===== src/rtl/assert_macros.svh =====
// assertion macros included by the top-level rtl file
`ifndef ASSERT_MACROS_SVH
`define ASSERT_MACROS_SVH
`ifndef SYNTHESIS
`define LSI_ASSERT(label, prop, msg) \
	label: assert property (@(posedge clk) disable iff (!arst_n) prop) else $error(msg);
`define LSI_ASSERT_RST(label, prop, msg) \
	label: assert property (@(posedge clk) prop) else $error(msg);
`else
`define LSI_ASSERT(label, prop, msg)
`define LSI_ASSERT_RST(label, prop, msg)
`endif
`endif


===== src/rtl/lsi_pkg.sv =====
// types, widths and helpers for the segment intersection pipeline
package lsi_pkg;
	localparam int CW = 32;                 // coordinate bits used
	localparam int TF = 24;                 // fraction bits of t
	localparam int DW = CW + 1;             // coordinate difference
	localparam int PW = 2 * DW;             // product of two differences
	localparam int WW = PW + 1;             // cross-product sum
	localparam int LW = TF + 1 + DW;        // lerp product
	localparam int SW = DW + 1;             // lerp sum
	localparam int FRONT_STAGES = 5;
	localparam int LATENCY = FRONT_STAGES + TF + 1 + 2;
	localparam int ADDR_W = 3;
	localparam logic [0:0] REG_THRESHOLD = 1'b0;
	localparam logic [31:0] THRESHOLD_RESET = 32'd42949673;

	typedef struct packed {
		logic signed [31:0] seg_a_start_x;
		logic signed [31:0] seg_a_start_y;
		logic signed [31:0] seg_a_end_x;
		logic signed [31:0] seg_a_end_y;
		logic signed [31:0] seg_b_start_x;
		logic signed [31:0] seg_b_start_y;
		logic signed [31:0] seg_b_end_x;
		logic signed [31:0] seg_b_end_y;
	} lsi_in_t;

	typedef struct packed {
		logic               hit;
		logic signed [31:0] cross_x;
		logic signed [31:0] cross_y;
	} lsi_out_t;

	typedef struct packed {
		logic                 direct;   // result known without the divide
		logic                 hit;
		logic signed [CW-1:0] px;
		logic signed [CW-1:0] py;
		logic signed [DW-1:0] dx;
		logic signed [DW-1:0] dy;
	} lsi_side_t;

	typedef struct packed {
		logic            valid;
		logic [WW-1:0]   rem;
		logic [WW-1:0]   den;
		logic [TF:0]     q;
		lsi_side_t       side;
	} lsi_div_t;

	function automatic logic signed [DW-1:0] coord(input logic [31:0] v);
		logic signed [CW-1:0] c;
		c = signed'(v[CW-1:0]);
		return DW'(c);
	endfunction
endpackage


===== src/rtl/lsi_lerp.sv =====
// point on segment a from the quotient, floored products
module lsi_lerp (
	input  logic              clk,
	input  logic              arst_n,
	input  lsi_pkg::lsi_div_t din,
	output logic              done,
	output lsi_pkg::lsi_out_t result
);
	localparam int CW = lsi_pkg::CW;
	localparam int DW = lsi_pkg::DW;
	localparam int TF = lsi_pkg::TF;
	localparam int LW = lsi_pkg::LW;
	localparam int SW = lsi_pkg::SW;
	localparam logic [LW-1:0] RND = LW'((64'd1 << TF) - 64'd1);

	logic [DW-1:0] mx, my;
	logic v_s1, direct_s1, hit_s1, negx_s1, negy_s1;
	logic signed [CW-1:0] px_s1, py_s1;
	logic [LW-1:0] prx_s1, pry_s1;
	logic [SW-1:0] sx, sy;
	logic signed [SW-1:0] rx, ry;
	lsi_pkg::lsi_out_t nxt;

	assign mx = din.side.dx[DW-1] ? DW'(-din.side.dx) : DW'(din.side.dx);
	assign my = din.side.dy[DW-1] ? DW'(-din.side.dy) : DW'(din.side.dy);

	always_ff @(posedge clk or negedge arst_n) begin
		if (!arst_n) begin
			v_s1 <= 1'b0;
			done <= 1'b0;
		end else begin
			v_s1 <= din.valid;
			done <= v_s1;
		end
	end

	always_ff @(posedge clk) begin
		direct_s1 <= din.side.direct;
		hit_s1 <= din.side.hit;
		px_s1 <= din.side.px;
		py_s1 <= din.side.py;
		negx_s1 <= din.side.dx[DW-1];
		negy_s1 <= din.side.dy[DW-1];
		prx_s1 <= LW'(din.q) * LW'(mx);
		pry_s1 <= LW'(din.q) * LW'(my);
		result <= nxt;
	end

	always_comb begin
		sx = negx_s1 ? SW'((prx_s1 + RND) >> TF) : SW'(prx_s1 >> TF);
		sy = negy_s1 ? SW'((pry_s1 + RND) >> TF) : SW'(pry_s1 >> TF);
		rx = negx_s1 ? SW'(px_s1) - signed'(sx) : SW'(px_s1) + signed'(sx);
		ry = negy_s1 ? SW'(py_s1) - signed'(sy) : SW'(py_s1) + signed'(sy);
		if (direct_s1) begin
			nxt.hit = hit_s1;
			nxt.cross_x = 32'(px_s1);
			nxt.cross_y = 32'(py_s1);
		end else begin
			nxt.hit = 1'b1;
			nxt.cross_x = 32'(signed'(rx[CW-1:0]));
			nxt.cross_y = 32'(signed'(ry[CW-1:0]));
		end
	end
endmodule


===== config.mk =====
export PLATFORM = sky130hd
export DESIGN_NAME = lsi_lerp
export DESIGN_NICKNAME = d
export VERILOG_FILES = /design/src/rtl/assert_macros.svh /design/src/rtl/lsi_pkg.sv /design/src/rtl/lsi_lerp.sv
export SDC_FILE = /design/constraint.sdc
export NUM_CORES = 2
export LEC_CHECK = 0
export BUFFER_PORTS_ARGS = -buffer_cell sky130_fd_sc_hd__buf_4
export CAP_MARGIN = 0
export CORE_UTILIZATION = 35
export CTS_CLUSTER_SIZE = 30
export DETAILED_ROUTE_END_ITERATION = 12
export GPL_ROUTABILITY_DRIVEN = 1
export PLACE_DENSITY = 0.49
export SYNTH_ARGS = -nofsm -noshare
export SYNTH_HDL_FRONTEND = slang
export SYNTH_SLANG_ARGS = --single-unit

===== constraint.sdc =====
create_clock -name clk -period 5.3 [get_ports clk]
set_input_delay 0.795 -clock clk [delete_from_list [all_inputs] [get_ports clk]]
set_output_delay 0.795 -clock clk [all_outputs]
set_load 0.05 [all_outputs]

* After elaboration in Yosys (flattened, before gate mapping)
Index checks and enable logic that the tools add are counted.
** Operators by class
- Multiplexer cells :: 7
- Multipliers :: 2
- $add $sub $neg :: 8
** Operator list (number)
- $mux 32 :: 4
- $add 56x24->56 const B :: 2
- $mul 25x33->56 :: 2
- $mux 33 :: 2
- $neg 33->33 :: 2
- $add 32x32->32 :: 2
- $mux 64 :: 1
- $sub 32x32->32 :: 2
** Word-level totals
- Register bits after elaboration :: 247
- Word-level logic and storage cells :: 30
- Input port bits :: 294
- Output and inout bits :: 66

* Depth between registers and ports, before layout
- Depth after elaboration :: 5
- Gate-level depth with buffers :: 35
- Gate-level depth less buffers :: 33

* Worst setup path after synthesis
OpenSTA, ideal clock, no wires.
- Path kind :: input to register
- Start point :: in din[3] (netlist bit)
- End point :: reg pry_s1[50]
- Buffers on the path :: 1
- Library setup time :: 0.127 ns
- Required time :: 5.173 ns
- Slack :: -3.906 ns
- Stages :: 30
- Arrival time :: 9.079 ns
- Cells stage by stage :: or4_1 -> nor4_1 -> nand2_1 -> or2_2 -> o41ai_1 -> xnor2_1 -> clkbuf_1 -> and2_1 -> fa_1 -> fa_1 -> inv_1 -> fa_1 -> inv_1 -> fa_1 -> inv_1 -> fa_1 -> fa_1 -> inv_1 -> fa_1 -> ha_1 -> and2_1 -> and3_1 -> a221oi_1 -> a211oi_1 -> o311ai_1 -> a211oi_1 -> o221a_2 -> o41ai_2 -> o21ai_1 -> xor2_1
** Between the ends
- Word-level cells in the longest chain between the ends :: 3
** RTL lines
- start, declared :: RTL line lsi_lerp.sv:5 : input lsi_pkg::lsi_div_t din,
- $neg 33->33 :: RTL line lsi_lerp.sv:25 : assign my = din.side.dy[DW-1] ? DW'(-din.side.dy) : DW'(din.side.dy);
- $mux 33 * :: RTL line lsi_lerp.sv:25
- $mul 25x33->56 * :: RTL line lsi_lerp.sv:45 : pry_s1 <= LW'(din.q) * LW'(my);
- end signal, assigned :: RTL line lsi_lerp.sv:45
- end, declared :: RTL line lsi_lerp.sv:19 : logic [LW-1:0] prx_s1, pry_s1;
Mark *: on every way between the ends. The rest lies on a longest branch, timed or not.
A chain may end at the register's enable or synchronous reset.

* Worst setup path in the final report
- Start point :: in din[3] (netlist bit)
- End point :: reg pry_s1[55]
Same word-level chain as after synthesis.

==> metrics.txt <==
status finished, violations left; failing checks setup timing; Tmin final a little under 9 ns; endpoints failing setup 95; Crit Reg-Reg Endpoint result[63]$_DFF_P_; asr flop ratio synth 0.00810; core area between 150,000 and 200,000 um^2; Hold Path End px_s1[0]$_DFF_P_; sequential cell area fraction in the yosys report 0.0766; Layout Area Growth over Synthesis 27.2%; clock-pin slew on the worst setup and hold paths 0.07 ns; Gate Count Post-Synth roughly 7,300; Ports 360; total gr overflow 0; Top FF cell, synth dfxtp_1; Synth Warn # 0; Total GRT Usage 0.220; DRC Markers 0; Die Area approximately 190,000 um^2; Netlist Area Pre-Place ~65,000 um^2; clock skew 0.0233 ns; largest net degree at the start of global routing 63; NumNets Final roughly 10,000; HPWL after DPL 170,000 um; period utilization 1.64; Hold Crit Class in2reg; Final WS setup -3.40 ns; H-Tree Level Count 1; Final Max Slew Viols 0; most frequent cells in the layout inv_1 (1,509), fa_1 (1,356), buf_4 (1,130); CP required between 5 and 6 ns; TritonCTS clock tree yes; FF-to-FF path depth 26; WL/cell approximately 19 um; die width about 430 um; Yosys cell types 83; most common cell after layout, fill and taps aside inv_1; CTS buffer count 30; Max Cap Viol 0; slowest stage delay, CP around 0.56 ns; Post-Route WL roughly 200,000 um; Pre-Repair DR Iteration Count 5; PortBufs 225; top cells by area, synth fa_1 (44%), inv_1 (9.2%), ha_1 (8.2%); number of global-route vias before repair around 56,000; hold wc startpoint din[98]; RD Place Congestion ~0.88; Detail Route Antenna Nets 0; syn_nets roughly 9,500; Fill cells about 18,000; Post-synth EDFFs 0; insertion delay to the later sink of the worst-skew pair about 0.62 ns; worst hold path depth 1; Avg Cell Area, Syn 8.81 um^2; cell mode on critical path fa_1; biggest area consumer among synthesized cells fa_1; TritonCTS sink count 247; Die Y 432 um; initial drt markers ~2,500; r2r setup slk 0.08 ns; vias post-DR roughly 51,000; share of the synthesized area in the top cell type 0.440; layout cell share with drive strength beyond 1 0.236; Synth Register Bits roughly 250; Worst Tran Pin Value just under 0.8 ns; Via density roughly 4.7; WP data arrival 9.19 ns; relative slew slack 0.470; effective utilization at floorplan 0.353; critical path peak fanout 4; Rows about 160; Max Freq around 110 MHz; Crit Path Category in2reg; CP Launch Type input pin; Final Hold Fails 0; first-pass GRT wire length 319,000 um; Longest Clk Path Bufs 3; unrepaired setup endpoints after global routing true; CP Capture Type flip-flop; FF-to-FF Start prx_s1[23]$_DFF_P_; utilization after layout 0.449; initial antenna violation count 5; CTS root buffer clkbuf_16; Worst path slowest cell fa_1
==> what timing repair did <==
item / in CTS / in global routing
hold buffers: 1 / 0
setup endpoints to repair: 101 / 121
cloned: 5 / 2
resized for setup: 365 / 238
pin swaps: 229 / 177
endpoints found under the hold margin: 2 / 0
buffers inserted: 73 / 47
==> synth_stat cells, drive strengths merged (6+ instances only) <==
library cell and n:
mux2 7, nor4 38, ha 426, buf 7, a41oi 8, xor2 88, o31a 8, dfxtp 245
o21bai 32, clkbuf 358, a211oi 22, or4 8, nand3 49, nand4 29, nor2b 23, fa 1420
xnor2 211, o211a 6, o21a 27, inv 1583, mux2i 6, a31oi 19, o2111ai 6, a21o 92
or2 12, o21ai 174, nand2 1055, a21boi 9, a31o 6, or3 19, nand2b 34, o31ai 26
nor2 130, nor3 37, and2 794, a21oi 187, o41ai 14, and3 38, o211ai 11
==> sequential cells by signal, summed over array words and instances (netlist names) <==
signal,flops
py_s1,32
v_s1,1
negy_s1,1
px_s1,32
negx_s1,1
done,1
direct_s1,1
prx_s1,56
pry_s1,56
hit_s1,1
result,65
==> worst max-delay path by stage <==
stage,from,to,slack [ns],cells past startpoint
2_1_floorplan,din[38],prx_s1[52]$_DFF_P_,-3.42,31
4_1_cts,din[3],pry_s1[53]$_DFF_P_,-3.36,36
3_3_place_gp,din[38],prx_s1[52]$_DFF_P_,-4.32,32
6_report,din[3],pry_s1[55]$_DFF_P_,-3.40,37
3_5_place_dp,din[38],prx_s1[52]$_DFF_P_,-4.48,32
5_1_grt,din[3],pry_s1[51]$_DFF_P_,-3.68,36
==> worst max-delay path, delay by kind of cell <==
family,cells,cell delay (ns)
buffers and inverters,12,1.28
AND/OR/NAND/NOR,7,1.38
XOR/XNOR,1,0.23
adder cells (fa/ha/maj),8,3.75
AO/OA/AOI/OAI,9,1.72
==> cell type report <==
class                   count  area [um^2]  area share
diodes                      2         5.00   0.0000608
clock buffers              38          873      0.0106
clock inverters            18          241     0.00294
inverters                1584         5950      0.0723
multi-input cells        5142        55800       0.679
flip-flops and latches    247         4960      0.0603
well taps                2464         3080      0.0375
repair buffers           1308        11300       0.137
==> logic make-up (layout without fill, tap and decap cells) <==
family / Yosys count / after routing / share of synthesized area
AO/OA/AOI/OAI: 700 / 700 / 0.0697
XOR/XNOR: 299 / 299 / 0.0406
adder cells (fa/ha/maj): 1846 / 1846 / 0.522
buffers and inverters: 1949 / 2948 / 0.113
flip-flops: 247 / 247 / 0.0766
multiplexers: 13 / 13 / 0.00215
other: 0 / 2 / 0
AND/OR/NAND/NOR: 2284 / 2284 / 0.176
==> metrics by stage <==
| step | std cells | hold WS [ns] | area (um^2) | setup TNS [ns] | worst slack (ns) |
|---|---|---|---|---|---|
| detailed placement | 10700 | 0.335 | 77700 | -318.80 | -4.48 |
| finish | 10800 | 0.274 | 82300 | -234.34 | -3.40 |
| global placement | 10700 | 0.334 | 77700 | -312.88 | -4.32 |
| floorplan | 7338 | 0.331 | 65800 | -227.27 | -3.42 |
| global route | 10800 | 0.256 | 82300 | -259.16 | -3.68 |
| CTS | 10800 | 0.235 | 81100 | -235.38 | -3.36 |
==> metal layers <==
layer,vias up,GRT usage,share of wire
met1,26300,0.303,0.46
met2,956,0.376,0.48
met3,175,0.0199,0.043
met4,10,0.0424,0.019
met5,-,0,0.00026
li1,23900,-,-
Power is not shown: default switching activity piles up to over one toggle a cycle in this logic, so the estimate is an artifact.
